--- config.mk ---
export PLATFORM = sky130hd
export DESIGN_NAME = oal_cell
export DESIGN_NICKNAME = d
export VERILOG_FILES = /design/src/oal_pkg.sv /design/src/oal_cell.sv
export SDC_FILE = /design/constraint.sdc
export NUM_CORES = 1
export LEC_CHECK = 0
export ABC_AREA = 1
export BUFFER_PORTS_ARGS = -buffer_cell sky130_fd_sc_hd__buf_2
export CAP_MARGIN = 20
export CELL_PAD_IN_SITES_DETAIL_PLACEMENT = 1
export CELL_PAD_IN_SITES_GLOBAL_PLACEMENT = 1
export CORE_MARGIN = 2
export CORE_UTILIZATION = 32
export CTS_BUF_LIST = sky130_fd_sc_hd__clkbuf_4
export DETAILED_ROUTE_END_ITERATION = 12
export PLACE_DENSITY = 0.79
export SYNTH_ARGS = -nofsm -noshare
export SYNTH_HDL_FRONTEND = slang
export SYNTH_SLANG_ARGS = --single-unit
--- constraint.sdc ---
create_clock -name i_clk -period 7.85 [get_ports i_clk]
set_input_delay 1.9625 -clock i_clk [delete_from_list [all_inputs] [get_ports i_clk]]
set_output_delay 1.9625 -clock i_clk [all_outputs]
set_load 0.05 [all_outputs]
--- src/oal_pkg.sv ---
// Shared types and constants for the ordered array list engine.
// No dependencies; oal_cell and the top level import this package.
package oal_pkg;

    localparam int WORD_W = 32;
    localparam int SUM_W  = 38;
    localparam int CNT_W  = 7;
    localparam int POS_W  = 6;
    localparam int MODE_W = 3;

    typedef logic signed [WORD_W-1:0] t_word;

    // Request modes; code 7 is unused and behaves as a query
    typedef enum logic [MODE_W-1:0] {
        MODE_APPEND = 3'd0,
        MODE_INSERT = 3'd1,
        MODE_DELETE = 3'd2,
        MODE_EDIT   = 3'd3,
        MODE_READ   = 3'd4,
        MODE_SEARCH = 3'd5,
        MODE_QUERY  = 3'd6
    } t_mode;

    typedef enum logic [1:0] {
        STATUS_OK     = 2'd0,
        STATUS_FULL   = 2'd1,
        STATUS_EMPTY  = 2'd2,
        STATUS_BADPOS = 2'd3
    } t_status;

    typedef enum logic [1:0] {
        ST_IDLE,
        ST_EXEC,
        ST_SCAN,
        ST_DONE
    } t_state;

    // What every cell does to its word in the update cycle
    typedef enum logic [1:0] {
        CMD_HOLD,
        CMD_PUT,
        CMD_INSERT,
        CMD_DELETE
    } t_cmd_kind;

    typedef struct packed {
        t_cmd_kind        kind;
        logic [CNT_W-1:0] pos;
        t_word            data;
    } t_cmd;

    // Broadcast to the cells while the reduction wave runs
    typedef struct packed {
        t_word            key;
        logic [CNT_W-1:0] rd_pos;
        logic [CNT_W-1:0] count;
    } t_scan;

    // Running reduction handed from cell to cell
    typedef struct packed {
        logic                    any;
        logic signed [SUM_W-1:0] sum;
        t_word                   max_w;
        t_word                   min_w;
        logic                    found_v;
        logic [CNT_W-1:0]        found_idx;
        t_word                   rd;
    } t_part;

    localparam t_part PART_EMPTY = '{
        any:       1'b0,
        sum:       '0,
        max_w:     '0,
        min_w:     '0,
        found_v:   1'b0,
        found_idx: '0,
        rd:        '0
    };

    localparam t_word            WORD_NONE  = -1;
    localparam logic [CNT_W-1:0] INDEX_NONE = '1;

endpackage

--- src/oal_cell.sv ---
// One slot of the list: holds a word, shifts with its neighbors and folds
// its word into the running reduction passed down the chain. Uses oal_pkg.
module oal_cell
    import oal_pkg::*;
#(
    parameter int INDEX = 0
) (
    input  logic  i_clk,
    input  t_cmd  i_cmd,
    input  t_word i_left,
    input  t_word i_right,
    input  t_scan i_scan,
    input  t_part i_part,
    output t_word o_word,
    output t_part o_part
);

    t_word r_word;
    t_word n_word;
    t_part r_part;
    t_part n_part;
    logic  active;

    // Word update: write, shift right on insert, shift left on delete
    always_comb begin
        n_word = r_word;
        unique case (i_cmd.kind)
            CMD_HOLD: begin
            end
            CMD_PUT: begin
                if (int'(i_cmd.pos) == INDEX) n_word = i_cmd.data;
            end
            CMD_INSERT: begin
                if (INDEX > int'(i_cmd.pos)) n_word = i_left;
                else if (INDEX == int'(i_cmd.pos)) n_word = i_cmd.data;
            end
            CMD_DELETE: begin
                if (INDEX >= int'(i_cmd.pos)) n_word = i_right;
            end
            default: begin
            end
        endcase
    end

    // Fold this slot into the reduction; slots past the count pass through
    always_comb begin
        active = INDEX < int'(i_scan.count);
        n_part = i_part;
        if (active) begin
            n_part.any = 1'b1;
            n_part.sum = i_part.sum + SUM_W'(r_word);
            if (!i_part.any || r_word > i_part.max_w) n_part.max_w = r_word;
            if (!i_part.any || r_word < i_part.min_w) n_part.min_w = r_word;
            if (!i_part.found_v && r_word == i_scan.key) begin
                n_part.found_v   = 1'b1;
                n_part.found_idx = CNT_W'(INDEX);
            end
            if (int'(i_scan.rd_pos) == INDEX) n_part.rd = r_word;
        end
    end

    always_ff @(posedge i_clk) begin
        r_word <= n_word;
        r_part <= n_part;
    end

    assign o_word = r_word;
    assign o_part = r_part;

endmodule

==> flow_summary.json <==
{
  "fp.dieArea_um2": 34400,
  "yosys_most_used_dff": "sky130_fd_sc_hd__dfxtp_1",
  "grt_setup_unrepaired": "false",
  "layout_worst_path_cycle_share_pct": 54.8,
  "finalMaxSlewViolations": 0,
  "die-width_um": 185,
  "power_per_cell_area_nw_per_um2": 252,
  "synth_top_family_by_area": "simple AND/OR/NAND/NOR gates",
  "global_route_wire_length_before_repair_um": 62800,
  "final_wirelength_um": 42300,
  "synth_simple_gate_area_share_pct": 30.1,
  "crit_type": "input pin to flop",
  "layout_setup_ws_ns": 3.55,
  "postSynthNetCount": 1809,
  "site_rows": 66,
  "leakage_nw": 7.08,
  "yosys_register_bits": 175,
  "synthesis.instances": 1411,
  "number_of_global_route_vias_before_repair": 11649,
  "path_class_of_the_lowest_slack_min_delay_path": "flop to flop",
  "final-instance-count-excl-fill": 2300,
  "clock.fmax_mhz": 232,
  "yosys-top-cells-area": "sky130_fd_sc_hd__dfxtp_1 (27%), sky130_fd_sc_hd__nand2_1 (16%), sky130_fd_sc_hd__ha_1 (12%)",
  "clock_root_buffer": "sky130_fd_sc_hd__clkbuf_4",
  "async_reset_ff_share_pct": 0,
  "synth_mux_area_share_pct": 2.57,
  "top_level_ports": 470,
  "worst_setup_path_start_kind": "input pin",
  "core_area_um2": 32500,
  "cts_htree_levels": 4,
  "layout-drive-gt1-share_pct": 29.8,
  "worst_ep_arrival_time_ns": 4.85,
  "tritoncts_num_sinks": 175,
  "peakVddDrop_mv": 0.118,
  "area_after_detailed_placement_um2": 13100,
  "fin_nets": 2236,
  "clk_pin_slew_ns": 0.18,
  "tritoncts_clock_tree": "done",
  "synth.cells.most_frequent": "sky130_fd_sc_hd__nand2_1 (457), sky130_fd_sc_hd__dfxtp_1 (143), sky130_fd_sc_hd__inv_1 (127), sky130_fd_sc_hd__nand3_1 (114), sky130_fd_sc_hd__ha_1 (102)",
  "first_iter_violations": 425,
  "floorplan.initialDensity_pct": 32.4,
  "number_of_antenna_violations_at_the_first_check_in_global_routing": 9,
  "synth_edf_count": 32,
  "cts-hold-fix-buffers": 0,
  "run_status": "finished, final reports clean",
  "clock_tree.buffer_depth": 2,
  "syn_area_um2": 10500,
  "critical_path.endpoint_type": "flop",
  "synth_top_area_share_pct": 27.2,
  "cp_num_buf_inv": 2,
  "grt.overflow.total": 0,
  "setup_viol": 0,
  "synth_compound_area_share_pct": 8.27,
  "fin_area_um2": 13400,
  "fin_tns_setup_ns": 0,
  "final_hold_viol_count": 0,
  "synthesis.yosys.warnings": 0,
  "cap_violations": 0,
  "syn_to_final_growth_pct": 27.8,
  "route.vias.total": 11210,
  "gr-usage-all-layers_pct": 24.4,
  "synth-xor-area-share_pct": 3.49,
  "die_ht_um": 185,
  "cpLargestDelayFamily": "simple AND/OR/NAND/NOR gates",
  "worstPathMaxFanout": 33,
  "cts_made_buffers": 17,
  "drt-pass1-iter-count": 4,
  "synth_seq_area_share_pct": 36.3,
  "timing_worst_slew_pin_value_ns": 0.870,
  "wl_cell_um": 18.4,
  "post-synth-top-area-cell": "sky130_fd_sc_hd__dfxtp_1",
  "cpPeakStageDelay_ns": 0.63,
  "worst_clock_skew_ns": 0.0257,
  "detail_route.vias_per_cell": 4.87,
  "gp_routability_congestion": 0.881,
  "cts_post_setup_buffers_inserted": 0,
  "grt_max_degree": 57,
  "number_of_port_buffers": 437,
  "yosysMostFrequentCell": "sky130_fd_sc_hd__nand2_1",
  "required_ns": 8.40,
  "drc": 0,
  "post_dp_hpwl_um": 34400,
  "synth.distinct_cells": 44,
  "timing.max_slew.rel_slack_pct": 41.8,
  "clk-insertion-delay-late_ns": 0.66,
  "critical_path.slowest_cell": "sky130_fd_sc_hd__nand2_2",
  "placedCellCount": 2260,
  "avgSynthCellArea_um2": 7.46,
  "ant_nets": 0,
  "ctsResizeCount": 0,
  "pre_cts_worst_setup_slack_ns": 2.79,
  "cp_cell_sequence": "buf_2 -> inv_1 -> ha_1 -> nand2_1 -> nor3_2 -> and3_1 -> nand2_1 -> nand2_1 -> nand2_1 -> nand2_1 -> nand2_1 -> nand2_2 -> nand2_2 -> nand2_1 -> nand2_1",
  "crit_path_frequent_cell": "sky130_fd_sc_hd__nand2_1",
  "yosys.area_share.adder_pct": 12.3,
  "post-route-min-period_ns": 4.30
}
[registers in the layout, summed over array words and instances, names as in the netlist]
name    flops
o_word     32
o_part    143
[routing by layer]
metal | routed length [um] | global-route usage [%] | vias up
met1 | 17400 | 28.3 | 5287
met3 | 2220 | 4.52 | 86
li1 | - | - | 5469
met4 | 1750 | 11.7 | 2
met5 | 11 | 0 | -
met2 | 20900 | 43.0 | 366
[cell type report]
class                           count  area, um^2
Inverter                          130         488
Sequential cell                   175        3820
Tap cell                          442         553
Clock buffer                       17         128
Antenna cell                        7        17.5
Multi-Input combinational cell   1068        5990
Timing Repair Buffer              446        2270
Clock inverter                     15         174
Fill cell                        4239       19000
[placed cells by master (no fill, tap or decap), types with 4 or more instances in the layout]
cell / instances
sky130_fd_sc_hd__a21o_1: 4
sky130_fd_sc_hd__a21oi_1: 79
sky130_fd_sc_hd__buf_2: 437
sky130_fd_sc_hd__buf_4: 8
sky130_fd_sc_hd__clkbuf_4: 17
sky130_fd_sc_hd__dfxtp_1: 143
sky130_fd_sc_hd__diode_2: 7
sky130_fd_sc_hd__edfxtp_1: 32
sky130_fd_sc_hd__ha_1: 102
sky130_fd_sc_hd__inv_1: 127
sky130_fd_sc_hd__inv_6: 5
sky130_fd_sc_hd__mux2_2: 24
sky130_fd_sc_hd__nand2_1: 456
sky130_fd_sc_hd__nand2_2: 34
sky130_fd_sc_hd__nand3_1: 113
sky130_fd_sc_hd__nand3b_1: 7
sky130_fd_sc_hd__nand4_1: 11
sky130_fd_sc_hd__nor2_1: 75
sky130_fd_sc_hd__nor3_1: 13
sky130_fd_sc_hd__nor4_1: 8
sky130_fd_sc_hd__o21a_1: 7
sky130_fd_sc_hd__o21ai_0: 46
sky130_fd_sc_hd__o21ai_1: 14
sky130_fd_sc_hd__or2_1: 4
sky130_fd_sc_hd__or2_2: 7
sky130_fd_sc_hd__xnor2_1: 25
sky130_fd_sc_hd__xor2_1: 17
[cells by family after synthesis]
logic type / after synthesis
AOI/OAI and AO/OA: 162
muxes: 24
adders and majority gates: 103
DFF: 175
xor gates and xnor gates: 42
and+or+nand+nor: 737
buffers and inverters: 168
[through the flow]
step | hold WS [ns] | utilization [%] | power, W
floorplan | 0.907 | - | 0.00235
global placement | 0.689 | 40.4 | 0.00279
detailed placement | 0.707 | 40.4 | 0.00282
CTS | 0.737 | 41.3 | 0.00341
global route | 0.768 | 41.4 | 0.00358
finish | 0.724 | 41.4 | 0.00339
[where the power goes]
group	internal (W)	switching, W
Sequential	0.00109	0.000110
Combinational	0.000422	0.00117
Clock	0.000200	0.000391
[tightest hold or removal path: stages (launching register included)]
cell and delay [ns]:
sky130_fd_sc_hd__edfxtp_1 0.36, sky130_fd_sc_hd__buf_4 0.20, sky130_fd_sc_hd__nand3_1 0.10, sky130_fd_sc_hd__nand2_1 0.07
[final timing paths]
kind / endpoint / cells after the start / start / slack (ns)
max: o_part[80]$_DFF_P_ / 15 / i_part[103] / 3.55
min: o_part[82]$_DFF_P_ / 3 / o_word[10]$_DFFE_PP_ / 0.72
max reg2reg: o_part[80]$_DFF_P_ / 13 / o_word[27]$_DFFE_PP_ / 4.31
min reg2reg: o_part[82]$_DFF_P_ / 3 / o_word[10]$_DFFE_PP_ / 0.72
Power figures use the tool's default switching activity.
